<file path="config.mk">
export PLATFORM = sky130hd
export DESIGN_NAME = codepoint_token_scanner_flat
export DESIGN_NICKNAME = d
export VERILOG_FILES = /design/src/hdl/cts_pkg.sv /design/src/hdl/cts_channels_if.sv /design/src/hdl/cts_front.sv /design/src/hdl/cts_queue.sv /design/src/hdl/cts_back.sv /design/src/hdl/codepoint_token_scanner.sv /design/src/flat_wrapper.sv
export SDC_FILE = /design/constraint.sdc
export NUM_CORES = 1
export LEC_CHECK = 0
export BUFFER_PORTS_ARGS = -buffer_cell sky130_fd_sc_hd__buf_2
export CAP_MARGIN = 20
export CORE_ASPECT_RATIO = 1.5
export CORE_MARGIN = 3
export CORE_UTILIZATION = 35
export CTS_BUF_LIST = sky130_fd_sc_hd__clkbuf_8 sky130_fd_sc_hd__clkbuf_16
export DETAILED_ROUTE_END_ITERATION = 8
export REMOVE_ABC_BUFFERS = 1
export SYNTH_ARGS = -nofsm -noshare
export SYNTH_HDL_FRONTEND = slang
export SYNTH_SLANG_ARGS = --single-unit
</file>
<file path="constraint.sdc">
create_clock -name clk -period 11.69 [get_ports clk]
set_clock_uncertainty 0.2 [all_clocks]
set_input_delay 0.5845 -clock clk [delete_from_list [all_inputs] [get_ports clk]]
set_output_delay 0.5845 -clock clk [all_outputs]
set_load 0.02 [all_outputs]
</file>
<file path="src/hdl/cts_pkg.sv">
// ----------------------------------------------------------------------------
// cts_pkg
// Shared widths, token kind codes and record types of the token scanner.
// ----------------------------------------------------------------------------
package cts_pkg;

    // Token byte count is capped at MAX_TOKEN_BYTES-1 UTF-8 bytes
    localparam int unsigned MAX_TOKEN_BYTES = 2048;
    localparam int unsigned BYTE_W          = $clog2(MAX_TOKEN_BYTES + 1);

    localparam int unsigned CP_W         = 21;
    localparam int unsigned POS_W        = 32;
    localparam int unsigned KIND_W       = 3;
    localparam int unsigned TEXT_BYTES_W = 11;

    // Queue between lexer and output stage
    localparam int unsigned Q_DEPTH = 4;
    localparam int unsigned Q_PTR_W = $clog2(Q_DEPTH);
    localparam int unsigned Q_CNT_W = $clog2(Q_DEPTH + 1);

    localparam logic [KIND_W-1:0] KIND_END    = 3'd0;
    localparam logic [KIND_W-1:0] KIND_INT    = 3'd1;
    localparam logic [KIND_W-1:0] KIND_FLOAT  = 3'd2;
    localparam logic [KIND_W-1:0] KIND_STRING = 3'd3;
    localparam logic [KIND_W-1:0] KIND_IDENT  = 3'd4;
    localparam logic [KIND_W-1:0] KIND_ERROR  = 3'd5;
    localparam logic [KIND_W-1:0] KIND_CHAR   = 3'd6;

    typedef struct packed {
        logic [KIND_W-1:0]       token_kind;
        logic [CP_W-1:0]         char_code;
        logic [POS_W-1:0]        token_offset;
        logic [POS_W-1:0]        token_size;
        logic [TEXT_BYTES_W-1:0] text_bytes;
        logic                    truncated;
        logic                    last_of_item;
    } cts_tok_t;

    // Up to two tokens caused by one codepoint, in delivery order
    typedef struct packed {
        logic     first_valid;
        cts_tok_t first;
        logic     second_valid;
        cts_tok_t second;
    } cts_pair_t;

    typedef struct packed {
        logic [Q_CNT_W-1:0] count;
        logic               full;
        logic               empty;
    } cts_qstat_t;

endpackage

</file>
<file path="src/hdl/cts_channels_if.sv">
// ----------------------------------------------------------------------------
// cts channel interfaces
// Valid/ready channels for codepoints in and tokens out.
// ----------------------------------------------------------------------------
interface cts_cp_if import cts_pkg::*; ();
    logic            valid;
    logic            ready;
    logic [CP_W-1:0] codepoint;

    modport source (output valid, output codepoint, input ready);
    modport sink   (input valid, input codepoint, output ready);
endinterface

interface cts_tok_if import cts_pkg::*; ();
    logic                    valid;
    logic                    ready;
    logic [KIND_W-1:0]       token_kind;
    logic [CP_W-1:0]         char_code;
    logic [POS_W-1:0]        token_offset;
    logic [POS_W-1:0]        token_size;
    logic [TEXT_BYTES_W-1:0] text_bytes;
    logic                    truncated;
    logic                    last_of_item;

    modport source (output valid, output token_kind, output char_code, output token_offset,
                    output token_size, output text_bytes, output truncated,
                    output last_of_item, input ready);
    modport sink   (input valid, input token_kind, input char_code, input token_offset,
                    input token_size, input text_bytes, input truncated,
                    input last_of_item, output ready);
endinterface

</file>
<file path="src/hdl/cts_front.sv">
// ----------------------------------------------------------------------------
// cts_front
// Lexer state machine: one codepoint per cycle while the queue has room, pushes the tokens it closes.
// ----------------------------------------------------------------------------
module cts_front import cts_pkg::*;
(
    input  logic      clk,
    input  logic      rst_n,
    cts_cp_if.sink    text,
    output logic      push_valid,
    input  logic      push_ready,
    output cts_pair_t push_data
);

    localparam logic [2:0] M_IDLE      = 3'd0;
    localparam logic [2:0] M_IDENT     = 3'd1;
    localparam logic [2:0] M_NUM       = 3'd2;
    localparam logic [2:0] M_EXP_SIGN  = 3'd3;
    localparam logic [2:0] M_EXP_CHECK = 3'd4;
    localparam logic [2:0] M_RADIX     = 3'd5;
    localparam logic [2:0] M_STRING    = 3'd6;
    localparam logic [2:0] M_MINUS     = 3'd7;

    localparam int unsigned CAP   = MAX_TOKEN_BYTES - 1;
    localparam int unsigned CMP_W = BYTE_W + 3;

    localparam logic [CP_W-1:0] CP_TAB    = 21'h09;
    localparam logic [CP_W-1:0] CP_LF     = 21'h0A;
    localparam logic [CP_W-1:0] CP_CR     = 21'h0D;
    localparam logic [CP_W-1:0] CP_SPACE  = 21'h20;
    localparam logic [CP_W-1:0] CP_QUOTE  = 21'h22;
    localparam logic [CP_W-1:0] CP_PLUS   = 21'h2B;
    localparam logic [CP_W-1:0] CP_MINUS  = 21'h2D;
    localparam logic [CP_W-1:0] CP_DOT    = 21'h2E;
    localparam logic [CP_W-1:0] CP_ZERO   = 21'h30;
    localparam logic [CP_W-1:0] CP_ONE    = 21'h31;
    localparam logic [CP_W-1:0] CP_UP_B   = 21'h42;
    localparam logic [CP_W-1:0] CP_UP_E   = 21'h45;
    localparam logic [CP_W-1:0] CP_UP_X   = 21'h58;
    localparam logic [CP_W-1:0] CP_BSLASH = 21'h5C;
    localparam logic [CP_W-1:0] CP_LO_B   = 21'h62;
    localparam logic [CP_W-1:0] CP_LO_E   = 21'h65;
    localparam logic [CP_W-1:0] CP_LO_X   = 21'h78;
    localparam logic [CP_W-1:0] CP_NUL    = 21'h00;

    typedef struct packed {
        logic [POS_W-1:0]  len;
        logic [BYTE_W-1:0] bytes;
        logic              ovf;
    } cnt_t;

    function automatic logic [2:0] utf8_len(input logic [CP_W-1:0] cp);
        logic [2:0] n;
        if (cp < 21'h80)
            n = 3'd1;
        else if (cp < 21'h800)
            n = 3'd2;
        else if (cp < 21'h10000)
            n = 3'd3;
        else
            n = 3'd4;
        return n;
    endfunction

    // Append one codepoint to the token counters
    function automatic cnt_t take(input cnt_t c, input logic [2:0] need);
        cnt_t             r;
        logic [CMP_W-1:0] room;
        logic [CMP_W-1:0] sum;
        r    = c;
        room = CMP_W'(CAP) - CMP_W'(c.bytes);
        sum  = CMP_W'(c.bytes) + CMP_W'(need);
        if (!c.ovf)
        begin
            if (CMP_W'(need) > room)
                r.ovf = 1'b1;
            else
                r.bytes = BYTE_W'(sum);
        end
        if (c.len != {POS_W{1'b1}})
            r.len = c.len + POS_W'(1);
        return r;
    endfunction

    logic [2:0]       mode_reg, mode_next;
    logic             zp_reg, zp_next;
    logic             hex_reg, hex_next;
    logic             seen_reg, seen_next;
    logic             frac_reg, frac_next;
    logic             exp_reg, exp_next;
    logic             bad_reg, bad_next;
    logic             float_reg, float_next;
    logic             esc_reg, esc_next;
    logic [POS_W-1:0] pos_reg, pos_next;
    logic [POS_W-1:0] start_reg, start_next;
    cnt_t             cnt_reg, cnt_next;

    logic [CP_W-1:0]   cp;
    logic              accept;
    logic              is_dec, is_hex, is_alpha, is_ws, is_radix, is_exp;
    logic [2:0]        need;
    cnt_t              tk;
    cnt_t              r1_cnt;
    logic              used, done, ended, nf, nb, radix_ok;
    logic              emit1, emit2;
    logic [KIND_W-1:0] kind1, kind2;
    logic [CP_W-1:0]   code1, code2;

    assign cp       = text.codepoint;
    assign accept   = text.valid && push_ready;
    assign text.ready = push_ready;

    assign is_dec   = (cp >= CP_ZERO) && (cp <= 21'h39);
    assign is_hex   = is_dec || ((cp >= 21'h61) && (cp <= 21'h66))
                      || ((cp >= 21'h41) && (cp <= 21'h46));
    assign is_alpha = ((cp >= 21'h61) && (cp <= 21'h7A))
                      || ((cp >= 21'h41) && (cp <= 21'h5A)) || (cp == 21'h5F);
    assign is_ws    = (cp == CP_SPACE) || (cp == CP_TAB) || (cp == CP_CR) || (cp == CP_LF);
    assign is_radix = (cp == CP_LO_X) || (cp == CP_UP_X) || (cp == CP_LO_B) || (cp == CP_UP_B);
    assign is_exp   = (cp == CP_LO_E) || (cp == CP_UP_E);
    assign need     = utf8_len(cp);
    assign tk       = take(cnt_reg, need);

    always_comb
    begin
        mode_next  = mode_reg;
        zp_next    = zp_reg;
        hex_next   = hex_reg;
        seen_next  = seen_reg;
        frac_next  = frac_reg;
        exp_next   = exp_reg;
        bad_next   = bad_reg;
        float_next = float_reg;
        esc_next   = esc_reg;
        start_next = start_reg;
        cnt_next   = cnt_reg;
        used       = 1'b0;
        done       = 1'b0;
        ended      = 1'b0;
        nf         = float_reg;
        nb         = bad_reg;
        radix_ok   = hex_reg ? is_hex : ((cp == CP_ZERO) || (cp == CP_ONE));
        emit1      = 1'b0;
        kind1      = KIND_END;
        code1      = '0;
        emit2      = 1'b0;
        kind2      = KIND_END;
        code2      = '0;

        case (mode_reg)
            M_IDENT:
            begin
                if (is_alpha || is_dec)
                begin
                    cnt_next = tk;
                    used     = 1'b1;
                end
                else
                begin
                    emit1 = 1'b1;
                    kind1 = KIND_IDENT;
                end
            end
            M_MINUS:
            begin
                if (is_dec)
                begin
                    cnt_next  = tk;
                    mode_next = M_NUM;
                    zp_next   = (cp == CP_ZERO);
                    used      = 1'b1;
                end
                else
                begin
                    emit1 = 1'b1;
                    kind1 = KIND_CHAR;
                    code1 = CP_MINUS;
                end
            end
            M_RADIX:
            begin
                if (radix_ok)
                begin
                    cnt_next  = tk;
                    seen_next = 1'b1;
                    used      = 1'b1;
                end
                else
                begin
                    emit1 = 1'b1;
                    kind1 = seen_reg ? KIND_INT : KIND_ERROR;
                end
            end
            M_STRING:
            begin
                if (cp == CP_NUL)
                begin
                    emit1 = 1'b1;
                    kind1 = KIND_STRING;
                end
                else
                begin
                    if (esc_reg)
                        esc_next = 1'b0;
                    else if (cp == CP_BSLASH)
                        esc_next = 1'b1;
                    else if (cp == CP_QUOTE)
                        done = 1'b1;
                    cnt_next = tk;
                    used     = 1'b1;
                    emit1    = done;
                    kind1    = KIND_STRING;
                end
            end
            M_NUM, M_EXP_SIGN, M_EXP_CHECK:
            begin
                if ((mode_reg == M_EXP_SIGN) && ((cp == CP_PLUS) || (cp == CP_MINUS)))
                begin
                    cnt_next  = tk;
                    mode_next = M_EXP_CHECK;
                    used      = 1'b1;
                end
                else
                begin
                    if (mode_reg != M_NUM)
                    begin
                        if (is_dec)
                            nf = 1'b1;
                        else
                            nb = 1'b1;
                    end
                    mode_next  = M_NUM;
                    float_next = nf;
                    bad_next   = nb;
                    if (zp_reg)
                    begin
                        zp_next = 1'b0;
                        if (is_radix)
                        begin
                            hex_next  = (cp == CP_LO_X) || (cp == CP_UP_X);
                            seen_next = 1'b0;
                            cnt_next  = tk;
                            mode_next = M_RADIX;
                            used      = 1'b1;
                        end
                    end
                    if (!used)
                    begin
                        if (is_dec)
                        begin
                            cnt_next = tk;
                            used     = 1'b1;
                        end
                        else if ((cp == CP_DOT) && !frac_reg)
                        begin
                            frac_next  = 1'b1;
                            float_next = 1'b1;
                            cnt_next   = tk;
                            used       = 1'b1;
                        end
                        else if (is_exp && !exp_reg)
                        begin
                            exp_next  = 1'b1;
                            cnt_next  = tk;
                            mode_next = M_EXP_SIGN;
                            used      = 1'b1;
                        end
                        else
                        begin
                            emit1 = 1'b1;
                            kind1 = nb ? KIND_ERROR : (nf ? KIND_FLOAT : KIND_INT);
                        end
                    end
                end
            end
            default:
            begin
                mode_next = M_IDLE;
            end
        endcase

        // closing token reports the counters as they stand after this step
        r1_cnt = cnt_next;
        if (emit1)
            mode_next = M_IDLE;

        // codepoint not absorbed: it opens a new token
        if (!used)
        begin
            start_next = pos_reg;
            zp_next    = 1'b0;
            hex_next   = 1'b0;
            seen_next  = 1'b0;
            frac_next  = 1'b0;
            exp_next   = 1'b0;
            bad_next   = 1'b0;
            float_next = 1'b0;
            esc_next   = 1'b0;
            cnt_next   = '0;
            mode_next  = M_IDLE;
            if (cp == CP_NUL)
            begin
                emit2 = 1'b1;
                kind2 = KIND_END;
                ended = 1'b1;
            end
            else if (!is_ws)
            begin
                cnt_next = take(cnt_t'('0), need);
                if (cp == CP_QUOTE)
                    mode_next = M_STRING;
                else if (is_dec)
                begin
                    mode_next = M_NUM;
                    zp_next   = (cp == CP_ZERO);
                end
                else if (is_alpha)
                    mode_next = M_IDENT;
                else if (cp == CP_MINUS)
                    mode_next = M_MINUS;
                else
                begin
                    emit2 = 1'b1;
                    kind2 = KIND_CHAR;
                    code2 = cp;
                end
            end
        end

        pos_next = ended ? '0 : pos_reg + POS_W'(1);
    end

    always_comb
    begin
        push_data.first_valid         = emit1;
        push_data.first.token_kind    = kind1;
        push_data.first.char_code     = code1;
        push_data.first.token_offset  = start_reg;
        push_data.first.token_size    = r1_cnt.len;
        push_data.first.text_bytes    = TEXT_BYTES_W'(r1_cnt.bytes);
        push_data.first.truncated     = r1_cnt.ovf;
        push_data.first.last_of_item  = !emit2;
        push_data.second_valid        = emit2;
        push_data.second.token_kind   = kind2;
        push_data.second.char_code    = code2;
        push_data.second.token_offset = start_next;
        push_data.second.token_size   = cnt_next.len;
        push_data.second.text_bytes   = TEXT_BYTES_W'(cnt_next.bytes);
        push_data.second.truncated    = cnt_next.ovf;
        push_data.second.last_of_item = 1'b1;
    end

    assign push_valid = accept && (emit1 || emit2);

    always_ff @(posedge clk or negedge rst_n)
    begin
        if (!rst_n)
        begin
            mode_reg  <= M_IDLE;
            zp_reg    <= 1'b0;
            hex_reg   <= 1'b0;
            seen_reg  <= 1'b0;
            frac_reg  <= 1'b0;
            exp_reg   <= 1'b0;
            bad_reg   <= 1'b0;
            float_reg <= 1'b0;
            esc_reg   <= 1'b0;
            pos_reg   <= '0;
            start_reg <= '0;
            cnt_reg   <= '0;
        end
        else if (accept)
        begin
            mode_reg  <= mode_next;
            zp_reg    <= zp_next;
            hex_reg   <= hex_next;
            seen_reg  <= seen_next;
            frac_reg  <= frac_next;
            exp_reg   <= exp_next;
            bad_reg   <= bad_next;
            float_reg <= float_next;
            esc_reg   <= esc_next;
            pos_reg   <= pos_next;
            start_reg <= start_next;
            cnt_reg   <= cnt_next;
        end
    end

endmodule

</file>
<file path="src/hdl/cts_queue.sv">
// ----------------------------------------------------------------------------
// cts_queue
// Small register FIFO of token pairs between lexer and output stage.
// ----------------------------------------------------------------------------
module cts_queue import cts_pkg::*;
(
    input  logic       clk,
    input  logic       rst_n,
    input  logic       push_valid,
    input  cts_pair_t  push_data,
    output logic       push_ready,
    output logic       pop_valid,
    output cts_pair_t  pop_data,
    input  logic       pop_ready,
    output cts_qstat_t status
);

    cts_pair_t          mem_reg [Q_DEPTH];
    logic [Q_PTR_W-1:0] wr_ptr_reg, wr_ptr_next;
    logic [Q_PTR_W-1:0] rd_ptr_reg, rd_ptr_next;
    logic [Q_CNT_W-1:0] count_reg, count_next;
    logic               do_push, do_pop;

    assign status.count = count_reg;
    assign status.full  = (count_reg == Q_CNT_W'(Q_DEPTH));
    assign status.empty = (count_reg == '0);

    assign push_ready = !status.full;
    assign pop_valid  = !status.empty;
    assign pop_data   = mem_reg[rd_ptr_reg];

    assign do_push = push_valid && push_ready;
    assign do_pop  = pop_valid && pop_ready;

    always_comb
    begin
        wr_ptr_next = wr_ptr_reg;
        rd_ptr_next = rd_ptr_reg;
        count_next  = count_reg;
        if (do_push)
            wr_ptr_next = (wr_ptr_reg == Q_PTR_W'(Q_DEPTH - 1)) ? '0
                          : wr_ptr_reg + Q_PTR_W'(1);
        if (do_pop)
            rd_ptr_next = (rd_ptr_reg == Q_PTR_W'(Q_DEPTH - 1)) ? '0
                          : rd_ptr_reg + Q_PTR_W'(1);
        if (do_push && !do_pop)
            count_next = count_reg + Q_CNT_W'(1);
        else if (do_pop && !do_push)
            count_next = count_reg - Q_CNT_W'(1);
    end

    always_ff @(posedge clk or negedge rst_n)
    begin
        if (!rst_n)
        begin
            wr_ptr_reg <= '0;
            rd_ptr_reg <= '0;
            count_reg  <= '0;
        end
        else
        begin
            wr_ptr_reg <= wr_ptr_next;
            rd_ptr_reg <= rd_ptr_next;
            count_reg  <= count_next;
        end
    end

    always_ff @(posedge clk)
    begin
        if (do_push)
            mem_reg[wr_ptr_reg] <= push_data;
    end

endmodule

</file>
<file path="src/hdl/cts_back.sv">
// ----------------------------------------------------------------------------
// cts_back
// Output stage: splits queued token pairs into single token transactions.
// ----------------------------------------------------------------------------
module cts_back import cts_pkg::*;
(
    input  logic      clk,
    input  logic      rst_n,
    input  logic      pop_valid,
    input  cts_pair_t pop_data,
    output logic      pop_ready,
    cts_tok_if.source tokens
);

    logic     out_valid_reg, out_valid_next;
    cts_tok_t out_reg, out_next;
    logic     sec_valid_reg, sec_valid_next;
    cts_tok_t sec_reg, sec_next;
    logic     load;

    // output register may take a new token when empty or being drained
    assign load      = !out_valid_reg || tokens.ready;
    assign pop_ready = load && !sec_valid_reg;

    always_comb
    begin
        out_valid_next = out_valid_reg;
        out_next       = out_reg;
        sec_valid_next = sec_valid_reg;
        sec_next       = sec_reg;
        if (load)
        begin
            out_valid_next = 1'b0;
            if (sec_valid_reg)
            begin
                out_valid_next = 1'b1;
                out_next       = sec_reg;
                sec_valid_next = 1'b0;
            end
            else if (pop_valid)
            begin
                out_valid_next = 1'b1;
                if (pop_data.first_valid)
                begin
                    out_next       = pop_data.first;
                    sec_valid_next = pop_data.second_valid;
                    sec_next       = pop_data.second;
                end
                else
                    out_next = pop_data.second;
            end
        end
    end

    always_ff @(posedge clk or negedge rst_n)
    begin
        if (!rst_n)
        begin
            out_valid_reg <= 1'b0;
            sec_valid_reg <= 1'b0;
        end
        else
        begin
            out_valid_reg <= out_valid_next;
            sec_valid_reg <= sec_valid_next;
        end
    end

    always_ff @(posedge clk)
    begin
        out_reg <= out_next;
        sec_reg <= sec_next;
    end

    assign tokens.valid        = out_valid_reg;
    assign tokens.token_kind   = out_reg.token_kind;
    assign tokens.char_code    = out_reg.char_code;
    assign tokens.token_offset = out_reg.token_offset;
    assign tokens.token_size   = out_reg.token_size;
    assign tokens.text_bytes   = out_reg.text_bytes;
    assign tokens.truncated    = out_reg.truncated;
    assign tokens.last_of_item = out_reg.last_of_item;

endmodule

</file>
<file path="src/hdl/codepoint_token_scanner.sv">
// ----------------------------------------------------------------------------
// codepoint_token_scanner
// Streaming lexer: codepoints in, classified token descriptors out.
// ----------------------------------------------------------------------------
// Usage:
//   text   : one codepoint per transaction; 0 marks the end of the text.
//   tokens : one token descriptor per transaction; last_of_item flags the
//            final token caused by a given codepoint (at most two).
//   A codepoint is taken every cycle while the four-entry pair queue has
//   room. The lexer state machine reports a token on the codepoint that
//   closes it; that token is written into the pair queue when the codepoint
//   is taken, then loaded into the output register, which presents it on
//   tokens. A second token from the same codepoint waits in the output
//   stage's second-token register and follows it.
//   Sustained rate: one codepoint per cycle in while the queue has room, one
//   token per cycle out while the receiver is ready; a codepoint that yields
//   two tokens holds the output for both, and the queue absorbs such bursts.
//   Whitespace and the inner characters of tokens produce nothing.
//   Reset clears the lexer to idle between tokens, the text position to 0
//   and empties the queue. If the receiver stalls, the output register
//   holds its token, the queue fills, and text.ready drops once it is full.
// ----------------------------------------------------------------------------
module codepoint_token_scanner import cts_pkg::*;
(
    input  logic      clk,
    input  logic      rst_n,
    cts_cp_if.sink    text,
    cts_tok_if.source tokens
);

    // lexer -> queue
    logic       push_valid;
    logic       push_ready;
    cts_pair_t  push_data;

    // queue -> output stage
    logic       pop_valid;
    logic       pop_ready;
    cts_pair_t  pop_data;
    cts_qstat_t q_stat;

    // Front: state machine, consumes a codepoint whenever the queue has room
    cts_front u_front
    (
        .clk        (clk),
        .rst_n      (rst_n),
        .text       (text),
        .push_valid (push_valid),
        .push_ready (push_ready),
        .push_data  (push_data)
    );

    // Decoupling queue of token pairs
    cts_queue u_queue
    (
        .clk        (clk),
        .rst_n      (rst_n),
        .push_valid (push_valid),
        .push_data  (push_data),
        .push_ready (push_ready),
        .pop_valid  (pop_valid),
        .pop_data   (pop_data),
        .pop_ready  (pop_ready),
        .status     (q_stat)
    );

    // Back: serializes pairs onto the token channel
    cts_back u_back
    (
        .clk       (clk),
        .rst_n     (rst_n),
        .pop_valid (pop_valid),
        .pop_data  (pop_data),
        .pop_ready (pop_ready),
        .tokens    (tokens)
    );

    // Queue occupancy never passes its depth
    a_queue_bound: assert property (@(posedge clk) disable iff (!rst_n)
        q_stat.count <= Q_CNT_W'(Q_DEPTH))
        else $error("token pair queue overrun");

    // End token carries no length and no truncation
    a_end_empty: assert property (@(posedge clk) disable iff (!rst_n)
        (tokens.valid && (tokens.token_kind == KIND_END)) |->
        ((tokens.token_size == '0) && (tokens.text_bytes == '0) && !tokens.truncated))
        else $error("end token with nonzero size");

    // Single character tokens are exactly one codepoint long
    a_char_size: assert property (@(posedge clk) disable iff (!rst_n)
        (tokens.valid && (tokens.token_kind == KIND_CHAR)) |->
        (tokens.token_size == POS_W'(1)))
        else $error("single character token with wrong size");

    // Only single character tokens carry a code
    a_code_kind: assert property (@(posedge clk) disable iff (!rst_n)
        (tokens.valid && (tokens.token_kind != KIND_CHAR)) |-> (tokens.char_code == '0))
        else $error("char_code set on non-character token");

endmodule
</file>
<file path="src/flat_wrapper.sv">
// flat-port wrapper written by rule: the top's interface ports become plain ports
module codepoint_token_scanner_flat import cts_pkg::*;
  (clk, rst_n, text_valid, text_codepoint, text_ready, tokens_valid, tokens_token_kind, tokens_char_code, tokens_token_offset, tokens_token_size, tokens_text_bytes, tokens_truncated, tokens_last_of_item, tokens_ready);
  cts_cp_if text_i ();
  cts_tok_if tokens_i ();
  input  logic clk;
  input  logic rst_n;
  input wire logic [$bits(text_i.valid)-1:0] text_valid;
  input wire logic [$bits(text_i.codepoint)-1:0] text_codepoint;
  output wire logic [$bits(text_i.ready)-1:0] text_ready;
  output wire logic [$bits(tokens_i.valid)-1:0] tokens_valid;
  output wire logic [$bits(tokens_i.token_kind)-1:0] tokens_token_kind;
  output wire logic [$bits(tokens_i.char_code)-1:0] tokens_char_code;
  output wire logic [$bits(tokens_i.token_offset)-1:0] tokens_token_offset;
  output wire logic [$bits(tokens_i.token_size)-1:0] tokens_token_size;
  output wire logic [$bits(tokens_i.text_bytes)-1:0] tokens_text_bytes;
  output wire logic [$bits(tokens_i.truncated)-1:0] tokens_truncated;
  output wire logic [$bits(tokens_i.last_of_item)-1:0] tokens_last_of_item;
  input wire logic [$bits(tokens_i.ready)-1:0] tokens_ready;
  assign text_i.valid = text_valid;
  assign text_i.codepoint = text_codepoint;
  assign text_ready = text_i.ready;
  assign tokens_valid = tokens_i.valid;
  assign tokens_token_kind = tokens_i.token_kind;
  assign tokens_char_code = tokens_i.char_code;
  assign tokens_token_offset = tokens_i.token_offset;
  assign tokens_token_size = tokens_i.token_size;
  assign tokens_text_bytes = tokens_i.text_bytes;
  assign tokens_truncated = tokens_i.truncated;
  assign tokens_last_of_item = tokens_i.last_of_item;
  assign tokens_i.ready = tokens_ready;
  codepoint_token_scanner u_core (.clk(clk), .rst_n(rst_n), .text(text_i), .tokens(tokens_i));
endmodule
</file>
==> flow_summary_export.csv, run 1 <==
group,metric,value,unit
critical_path,cp_data_arrival_time,5720,ps
finish,fin_nets,2748,
floorplan,dieArea,128000,sq um
pwr,power.density,249,nW/um^2
place,place_congestion,0.864,
critical_path,rr_startpoint,"u_core.u_front.mode_reg[2]$_DFFE_PN0P_",
critical_path,crit_slowest_cell,"nor4_2",
grt,first_global_vias,24100,
grt,grt_overflow,0,
clock_network,cts_setup_buffers,0,
pwr,p_leak,16.9,nW
critical_path,cp_cell_sequence,"buf_2 > nor4_2 > and4_1 > a31oi_1 > a211oi_1 > o211a_2 > nand3_1 > inv_1 > o31a_4 > and2_4 > buf_4 > buf_4",
synth,ys.flop_type,"edfxtp_1",
grt,antenna_found_initial,3,
synth,netlist_instances,2592,
clock_network,cts_tree,"yes",
timing,max_freq,178,MHz
clock_network,htree_levels,3,
floorplan,dieWidth,293,um
finish,areaGrowthSynthToFinish,13.6,%
grt,grt_max_degree,114,
timing,maxSlewViolCount,0,
critical_path,crit_fanout,55,
floorplan,die_height,437,um
routing,wl_met3,4950,um
synth,ys_ff_latch,1052,
finish,drive_above_1_share,21.4,%
critical_path,end_kind,"register",
critical_path,r2r_cells,11,
synth,synth_edf_count,923,
floorplan,io_pins,128,
timing,tightest_slew,1030,ps
timing,grt_setup_unrepaired,"no",
place,dp_slack,5270,ps
clock_network,clk_latency,710,ps
finish,layout.cells.non_filler,4390,
run_status,outcome,"completed",
synth,syn_area_per_cell,16.7,sq um
clock_network,cts_made_buffers,101,
critical_path,critPathLaunchType,"input pin",
worst_hold_path,min_from,"text_codepoint[12]",
routing,drc,0,
flow_run,cap_violations,0,
routing,initialDrtViolationCount,1715,
routing,ant_nets,0,
finish,fillers,11200,
finish,largest_reg_flops,724,
synth,ys_seq_area_share,71.5,%
routing,viasPerCell,5.29,
worst_hold_path,holdPathStages,2,
critical_path,crit_path_max_incr_delay,830,ps
critical_path,required,11800,ps
critical_path,cp_common_cell,"buf_4",
routing,wirelength,102000,um
place,portBuffers,127,
synth,synth_warnings,0,
synth,synth-async-reset-ratio,12.3,%
grt,grt_first_pass_wirelength,154000,um
routing,routed.top_layer,"met5",
timing,fin_crit,5610,ps
place,hpwl,60700,um
routing,wl_met1,41600,um
synth,synth.distinct_cells,86,
floorplan,start_util,35.4,%
routing,wl_per_cell,23.3,um
clock_network,clk_pin_slew,70,ps
routing,num_vias,23200,
floorplan,coreArea,122000,sq um
pwr,ir_drop,0.000232,V
worst_hold_path,hold_class,"input pin to register",
worst_hold_path,hold_path_end,"u_core.u_queue.mem_reg[3][88]$_DFFE_PP_",
synth,synth_area,43300,sq um
grt,track_usage,15.9,%
critical_path,ff2ff_setup_slack,6370,ps
routing,drt_pass1_iterations,5,
critical_path,criticalPathCategory,"input pin to register",
place,placed_cells,4196,
timing,setup_viol,0,
timing,final.period_utilization,48.0,%
finish,diodes,0,
timing,holdWs,67.5,ps
clock_network,cts_root_buffer,"clkbuf_16",
clock_network,cts.path.max_buffers,3,
floorplan,row_count,157,
routing,wl_met2,52600,um
timing,layout_setup_ws,6080,ps
timing,slew_headroom,30.5,%
timing,hold_viol,0,
critical_path,r2r-end,"u_core.u_queue.mem_reg[1][34]$_DFFE_PP_",
clock_network,cts.sinks,1052,
[through the flow]
step | util (%) | total power [W] | setup TNS [ps] | cell area, sq um
floorplan | - | 0.00819 | -271720 | 42700
global placement | 37.3 | 0.00901 | 0 | 45700
detailed placement | 37.3 | 0.00906 | 0 | 45700
CTS | 40.1 | 0.0124 | 0 | 49100
global route | 40.2 | 0.0128 | 0 | 49200
finish | 40.2 | 0.0122 | 0 | 49200
[cells in the final DEF, fill, tap and decap left out, types with 14 or more instances in the layout]
cell	n
xnor2_1	46
and2_1	23
nor2_1	127
mux2_2	46
mux2i_1	84
mux4_2	180
dfrtp_1	126
clkbuf_16	103
a31oi_1	14
o21ai_0	147
and3_1	17
nand3_1	49
o31ai_1	24
nand4_1	35
nor4_1	18
xor2_1	42
nand2_1	224
buf_4	31
nor3_1	33
buf_2	126
a21oi_1	38
inv_1	58
a21o_1	17
mux2_1	30
edfxtp_1	923
[power by group]
group	switching [W]	internal, W
clock network	0.00144	0.00192
registers	0.000364	0.00528
logic	0.00204	0.00120
[metal layers]
metal | up-vias | global-route usage, %
li1 | 10400 | -
met2 | 620 | 28.0
met5 | - | 0
met1 | 12100 | 20.1
met3 | 149 | 2.29
met4 | 2 | 5.63
[cell type report]
class	count	area, sq um	share of cell area (%)
Tap cell	1590	1990	4.05
Inverter	30	113	0.229
Sequential cell	1052	31000	63.0
Multi-Input combinational cell	1364	11700	23.8
Clock buffer	114	2730	5.55
Clock inverter	78	721	1.47
Timing Repair Buffer	162	952	1.94
[how the worst max path moves through the flow]
| stage | slack (ps) | from | endpoint | cells past startpoint |
|---|---|---|---|---|
| floorplan | -2750 | u_core.u_queue.rd_ptr_reg[0]$_DFFE_PN0P_ | u_core.u_back.sec_reg[10]$_DFFE_PP_ | 2 |
| global placement | 5330 | text_codepoint[12] | u_core.u_queue.mem_reg[1][136]$_DFFE_PP_ | 12 |
| global route | 5790 | text_codepoint[12] | u_core.u_queue.mem_reg[1][136]$_DFFE_PP_ | 12 |
| CTS | 6010 | text_codepoint[12] | u_core.u_queue.mem_reg[1][136]$_DFFE_PP_ | 12 |
| detailed placement | 5270 | text_codepoint[12] | u_core.u_queue.mem_reg[1][60]$_DFFE_PP_ | 12 |
| finish | 6080 | text_codepoint[12] | u_core.u_queue.mem_reg[1][34]$_DFFE_PP_ | 12 |
[synthesized netlist by cell type (29+ instances only)]
cell type	number	area [sq um]
a21oi_1	38	190
buf_1	39	146
clkbuf_1	95	357
dfrtp_1	129	3230
edfxtp_1	923	27700
inv_1	29	109
mux2_1	30	338
mux2_2	46	518
mux2i_1	84	841
mux4_2	180	4050
nand2_1	225	845
nand3_1	49	245
nand4_1	35	219
nor2_1	130	488
nor3_1	33	165
o21ai_0	147	736
xnor2_1	46	403
xor2_1	42	368
[worst max-delay path: cells and delay by family]
kind | cells | cell delay [ps]
AOI/OAI and AO/OA | 4 | 1060
and+or+nand+nor | 4 | 2090
buffers and inverters | 4 | 1880
[logic make-up (layout without fill, tap and decap cells)]
logic type	Yosys count	count (layout)	synth area share, %
AND/OR/NAND/NOR	612	612	6.86
AO/OA/AOI/OAI	309	309	4.44
flip-flops	1052	1052	71.5
adder cells (fa/ha/maj)	13	13	0.387
buffers and inverters	176	384	1.66
XOR/XNOR	88	88	1.78
multiplexers	342	342	13.4
[timing repair]
action / in CTS / in global routing
hold endpoints to repair: 69 / 0
hold buffers: 1 / 0
gates resized for setup: 0 / 0
Note: power is estimated with default switching activity, not from simulation.
==> run 2, diff against run 1 <==
- clock period: 11.69 -> 5.8 ns (I/O delays scaled with it)
==> run 2 against run 1 <==
  * Clock-buffer cell count shrank 8
  * Highest routed layer is now met4
  * Critical path depth is the same
  * Power grew 100%
  * First-iteration DRC count grew 5.6%
  * Global-route usage grew 0.083 points
  * Hold slack gained 49 ps
  * Sequential share of layout area shrank 0.60 points
  * Sequential cell count is the same
==> flow_summary_export.csv, run 2 (synthesis results as in run 1) <==
group,metric,value,unit
finish,fin_nets,2793,
timing,grt_setup_unrepaired,"no",
pwr,power.switching,0.00770,W
place,place_congestion,0.865,
critical_path,rr_startpoint,"u_core.u_front.mode_reg[0]$_DFFE_PN0P_",
routing,viasPerCell,5.22,
pwr,pwr-share-seq,46.0,%
critical_path,critPathLaunch,"text_codepoint[16]",
critical_path,critPathLaunchType,"input pin",
place,hpwl,63000,um
routing,drt_pass1_iterations,5,
pwr,p_leak,17.1,nW
timing,setup_viol,0,
run_status,outcome,"completed",
critical_path,required,5960,ps
grt,antenna_found_initial,3,
floorplan,die_height,437,um
clock_network,clk_latency,700,ps
critical_path,criticalPathCategory,"input pin to register",
pwr,pwr-share-clk,26.6,%
routing,drc,0,
grt,grt_max_degree,165,
clock_network,cts_tree,"yes",
clock_network,cts.sinks,1052,
timing,maxSlewViolCount,0,
grt,grt_overflow,0,
pwr,ir_drop,0.000405,V
timing,tightest_slew,1090,ps
routing,wl_per_cell,23.0,um
critical_path,cp_data_arrival_time,4900,ps
clock_network,htree_levels,3,
pwr,power.density,494,nW/um^2
routing,num_vias,23100,
floorplan,dieArea,128000,sq um
timing,max_freq,211,MHz
clock_network,cts_made_buffers,98,
clock_network,clk_pin_slew,60,ps
timing,holdWs,116,ps
timing,fin_crit,4740,ps
clock_network,cts_root_buffer,"clkbuf_16",
floorplan,coreArea,122000,sq um
critical_path,crit_fanout,59,
clock_network,cts.path.max_buffers,3,
timing,final.period_utilization,81.7,%
critical_path,cp_cell_sequence,"dlygate4sd3_1 > buf_2 > or4_4 > nor2_4 > a31oi_1 > a211oi_1 > o211a_2 > nand3_1 > inv_1 > o31a_4 > and2_4 > buf_4",
finish,areaGrowthSynthToFinish,14.7,%
finish,layout_commonest_cell,"edfxtp_1",
floorplan,io_pins,128,
grt,track_usage,16.0,%
clock_network,cts_setup_buffers,0,
worst_hold_path,hold_class,"input pin to register",
grt,grt_first_pass_wirelength,155000,um
floorplan,start_util,35.4,%
floorplan,row_count,157,
finish,final_cell_mix,"edfxtp_1 (923), nand2_1 (224), mux4_2 (180)",
place,placed_cells,4222,
place,placed_area,46100,sq um
pwr,switching_share,31.4,%
timing,slew_headroom,27.3,%
floorplan,dieWidth,293,um
pwr,p_int,0.0168,W
place,portBuffers,127,
worst_hold_path,min_from,"text_codepoint[4]",
critical_path,crit_path_max_incr_delay,850,ps
pwr,combPwrFrac,27.4,%
routing,wirelength,102000,um
flow_run,cap_violations,0,
grt,first_global_vias,24300,
finish,layout.cells.non_filler,4432,
critical_path,end_kind,"register",
finish,fin_area,49600,sq um
critical_path,crit_slowest_cell,"and2_4",
finish,drive_above_1_share,22.0,%
routing,ant_nets,0,
routing,initialDrtViolationCount,1811,
timing,fin_tns_setup,0,ps
timing,hold_viol,0,
finish,largest_reg_flops,724,
run 2: cell count changes in the layout (fill, tap and decap cells not counted), moves of 2 or more:
cell / change
buf_12: +18
buf_4: +8
clkbuf_16: -4
clkbuf_8: -4
clkinv_1: +6
clkinv_2: +7
clkinvlp_4: -3
diode_2: +2
dlygate4sd3_1: +22
inv_1: -14
inv_6: +4
run 2: timing repair:
item | CTS | global route
hold buffers | 24 | 0
gates resized for setup | 0 | 0
endpoints found under the hold margin | 155 | 0
run 2: critical path, delay by kind of cell:
family	cells	cell delay, ps
AOI/OAI and AO/OA	4	1110
buffers and inverters	4	1290
and+or+nand+nor	4	2090
run 2: cell type report:
type / instances / area, sq um
fillers: 11000 / 72700
clock buffers: 106 / 2570
clock inverters: 78 / 708
diodes: 2 / 5.00
well taps: 1590 / 1990
inverters: 30 / 113
repair buffers: 210 / 1590
flip-flops and latches: 1052 / 31000
multi-input cells: 1364 / 11700
run 2: final timing paths:
kind | end | slack [ps] | cells past startpoint
max in group asynchronous | u_core.u_front.start_reg[19]$_DFFE_PN0P_ | 3790 | 4
min in group asynchronous | u_core.u_front.pos_reg[6]$_DFFE_PN0P_ | 430 | 3
worst max register to register | u_core.u_queue.mem_reg[2][152]$_DFFE_PP_ | 1420 | 9
worst min register to register | u_core.u_queue.count_reg[2]$_DFFE_PN0P_ | 320 | 1
worst min-delay path | u_core.u_queue.mem_reg[1][80]$_DFFE_PP_ | 120 | 3
worst max-delay path | u_core.u_queue.mem_reg[2][152]$_DFFE_PP_ | 1060 | 12
run 2: metal layers:
metal / global-route usage (%) / vias to the layer above / routed length, um
li1: - / 10500 / -
met1: 20.2 / 12000 / 42500
met2: 28.2 / 519 / 52400
met3: 2.49 / 143 / 4230
met4: 5.04 / 0 / 2890
met5: 0 / - / 0
run 2: per-stage QoR:
stage	utilization, %	power, W	setup WS (ps)
6_report	40.6	0.0245	1060
5_1_grt	40.6	0.0258	767
4_1_cts	40.6	0.0250	1060
3_5_place_dp	37.7	0.0184	853
3_3_place_gp	37.7	0.0183	890
2_1_floorplan	-	0.0164	-8640
run 2: power groups by stage:
stage / registers (W) / logic (W) / clock network [W]
3_5_place_dp: 0.0115 / 0.00693 / 0
2_1_floorplan: 0.0124 / 0.00400 / 0
6_report: 0.0113 / 0.00672 / 0.00654
4_1_cts: 0.0113 / 0.00697 / 0.00673
5_1_grt: 0.0115 / 0.00735 / 0.00702
3_3_place_gp: 0.0114 / 0.00689 / 0
==> run 3, diff against run 2 <==
- clock period: 5.8 -> 4.37 ns (I/O delays scaled with it)
==> run 3 against run 2 <==
  * Power rose by 35%
  * Global-route usage rose by 0.14 points
  * Clock power rose by 38%
  * Sequential power rose by 31%
  * Hold slack improved by 120 ps
  * Core utilization rose by 0.59 points
  * First-iteration DRC count fell by 13%
  * Sequential cell count did not move
  * Die area did not move
  * Register-to-register slack got worse by 850 ps
  * Final cell count rose by 1.6%
  * Combinational power rose by 36%
  * Largest cell class unchanged
==> flow_summary_export.csv, run 3 (synthesis results as in run 1) <==
group,metric,value,unit
routing,viasPerCell,5.18,
pwr,combPwrFrac,27.8,%
finish,final_cell_mix,"edfxtp_1 (923), nand2_1 (224), mux4_2 (180)",
routing,wl_met1,42100,um
worst_hold_path,min_from,"text_codepoint[12]",
critical_path,cp_data_arrival_time,4140,ps
pwr,pwr-share-seq,45.0,%
critical_path,end_kind,"register",
place,place_congestion,0.869,
floorplan,row_count,157,
routing,drc,0,
critical_path,required,4600,ps
finish,largest_reg_flops,724,
routing,num_vias,23300,
critical_path,ff2ff_setup_slack,570,ps
critical_path,criticalPathCategory,"input pin to register",
place,hpwl,64600,um
pwr,ir_drop,0.000514,V
timing,maxSlewViolCount,0,
timing,grt_setup_unrepaired,"no",
critical_path,critPathLaunchType,"input pin",
routing,initialDrtViolationCount,1570,
routing,wl_met2,54000,um
routing,wirelength,103000,um
timing,fin_crit,3920,ps
floorplan,dieArea,128000,sq um
clock_network,clk_latency,720,ps
clock_network,cts.path.max_buffers,3,
finish,layout.cells.non_filler,4502,
finish,layout_commonest_cell,"edfxtp_1",
worst_hold_path,holdPathStages,3,
clock_network,cts_root_buffer,"clkbuf_16",
flow_run,cap_violations,0,
floorplan,start_util,35.4,%
timing,tightest_slew,957,ps
clock_network,cts_made_buffers,101,
critical_path,crit_slowest_cell,"or4_4",
run_status,outcome,"completed",
critical_path,cp_common_cell,"buf_4",
finish,fin_nets,2858,
place,placed_area,46600,sq um
pwr,p_int,0.0227,W
floorplan,dieWidth,293,um
grt,grt_overflow,0,
clock_network,htree_levels,3,
finish,multi_input_area,11700,sq um
critical_path,r2r_cells,11,
timing,final.period_utilization,89.6,%
critical_path,rr_startpoint,"u_core.u_front.mode_reg[1]$_DFFE_PN0P_",
timing,setup_viol,0,
routing,drt_pass1_iterations,5,
routing,wl_met3,4290,um
floorplan,coreArea,122000,sq um
clock_network,cts.sinks,1052,
place,placed_cells,4277,
finish,seqCellArea,31000,sq um
timing,slew_headroom,35.7,%
finish,areaGrowthSynthToFinish,16.4,%
place,portBuffers,127,
finish,drive_above_1_share,23.4,%
grt,track_usage,16.2,%
worst_hold_path,hold_class,"input pin to register",
pwr,switching_share,31.2,%
worst_hold_path,hold_path_end,"u_core.u_queue.mem_reg[3][88]$_DFFE_PP_",
critical_path,crit_fanout,25,
pwr,power.density,656,nW/um^2
critical_path,cp_cell_sequence,"dlygate4sd3_1 > buf_2 > or4_4 > nor2_4 > buf_4 > a31oi_1 > a211oi_1 > o211a_2 > buf_4 > and3_4 > buf_12 > buf_4 > nor2_1 > a21o_1",
routing,wl_per_cell,22.9,um
routing,ant_nets,0,
grt,grt_max_degree,126,
clock_network,post_cts_resized,0,
finish,fillers,11000,
grt,antenna_found_initial,4,
critical_path,r2r-end,"u_core.u_queue.count_reg[1]$_DFFE_PN0P_",
timing,max_freq,255,MHz
finish,fin_area,50400,sq um
grt,first_global_vias,24700,
pwr,power.switching,0.0103,W
pwr,p_leak,17.5,nW
routing,routed.top_layer,"met4",
clock_network,clk_pin_slew,70,ps
critical_path,crit_path_max_incr_delay,610,ps
floorplan,io_pins,128,
floorplan,die_height,437,um
pwr,pwr-share-clk,27.3,%
timing,hold_viol,0,
clock_network,cts_tree,"yes",
grt,grt_first_pass_wirelength,156000,um
==> run 3: per-layer routing <==
metal / up-vias / track usage (%)
met5: - / 0
met4: 0 / 5.32
met3: 133 / 2.36
met2: 534 / 28.6
met1: 12100 / 20.3
li1: 10600 / -
==> run 3: layout make-up <==
class	count	share of cell area [%]
Clock buffer	110	5.31
Tap cell	1590	3.95
Multi-Input combinational cell	1364	23.2
Antenna cell	2	0.00994
Sequential cell	1052	61.5
Timing Repair Buffer	272	4.30
Inverter	30	0.224
Clock inverter	82	1.55
==> run 3: metrics by stage <==
step | setup WS [ps] | utilization [%] | hold slack [ps] | TNS, ps | total power, W
after floorplan | -10070 | - | -277 | -5409740 | 0.0211
after global placement | 270 | 38.1 | 35.9 | 0 | 0.0244
after detailed placement | 287 | 38.1 | 38.6 | 0 | 0.0245
after CTS | 528 | 41.1 | 151 | 0 | 0.0337
after global routing | 313 | 41.1 | 221 | 0 | 0.0347
final | 454 | 41.1 | 235 | 0 | 0.0330
==> run 3: how the worst max path moves through the flow <==
stage                                                         from                                       end  slack, ps
after floorplan           u_core.u_queue.rd_ptr_reg[0]$_DFFE_PN0P_       u_core.u_back.sec_reg[10]$_DFFE_PP_     -10070
after global placement                          text_codepoint[12]   u_core.u_queue.count_reg[1]$_DFFE_PN0P_        270
after detailed placement                        text_codepoint[12]   u_core.u_queue.count_reg[1]$_DFFE_PN0P_        290
after CTS                                       text_codepoint[12]   u_core.u_queue.count_reg[1]$_DFFE_PN0P_        530
after global routing                            text_codepoint[16]  u_core.u_queue.mem_reg[0][126]$_DFFE_PP_        310
final                                           text_codepoint[16]  u_core.u_queue.mem_reg[0][126]$_DFFE_PP_        450
==> run 3: repair_timing <==
| item | CTS | global route |
|---|---|---|
| hold endpoints to repair | 223 | 0 |
| endpoints found under the setup margin | 0 | 0 |
| hold buffers | 31 | 0 |
| setup buffers | 0 | 0 |
==> run 3: worst max-delay path, delay by kind of cell <==
family | cells | cell delay [ps]
AND/OR/NAND/NOR | 4 | 1430
buffers and inverters | 6 | 1580
AO/OA/AOI/OAI | 4 | 850
==> run 3: power by group through the flow <==
| stage | clock, W | combinational, W | sequential [W] |
|---|---|---|---|
| after CTS | 0.00927 | 0.00952 | 0.0149 |
| after detailed placement | 0 | 0.00948 | 0.0151 |
| after floorplan | 0 | 0.00487 | 0.0163 |
| after global routing | 0.00963 | 0.0100 | 0.0151 |
| after global placement | 0 | 0.00944 | 0.0150 |
| final | 0.00900 | 0.00917 | 0.0148 |
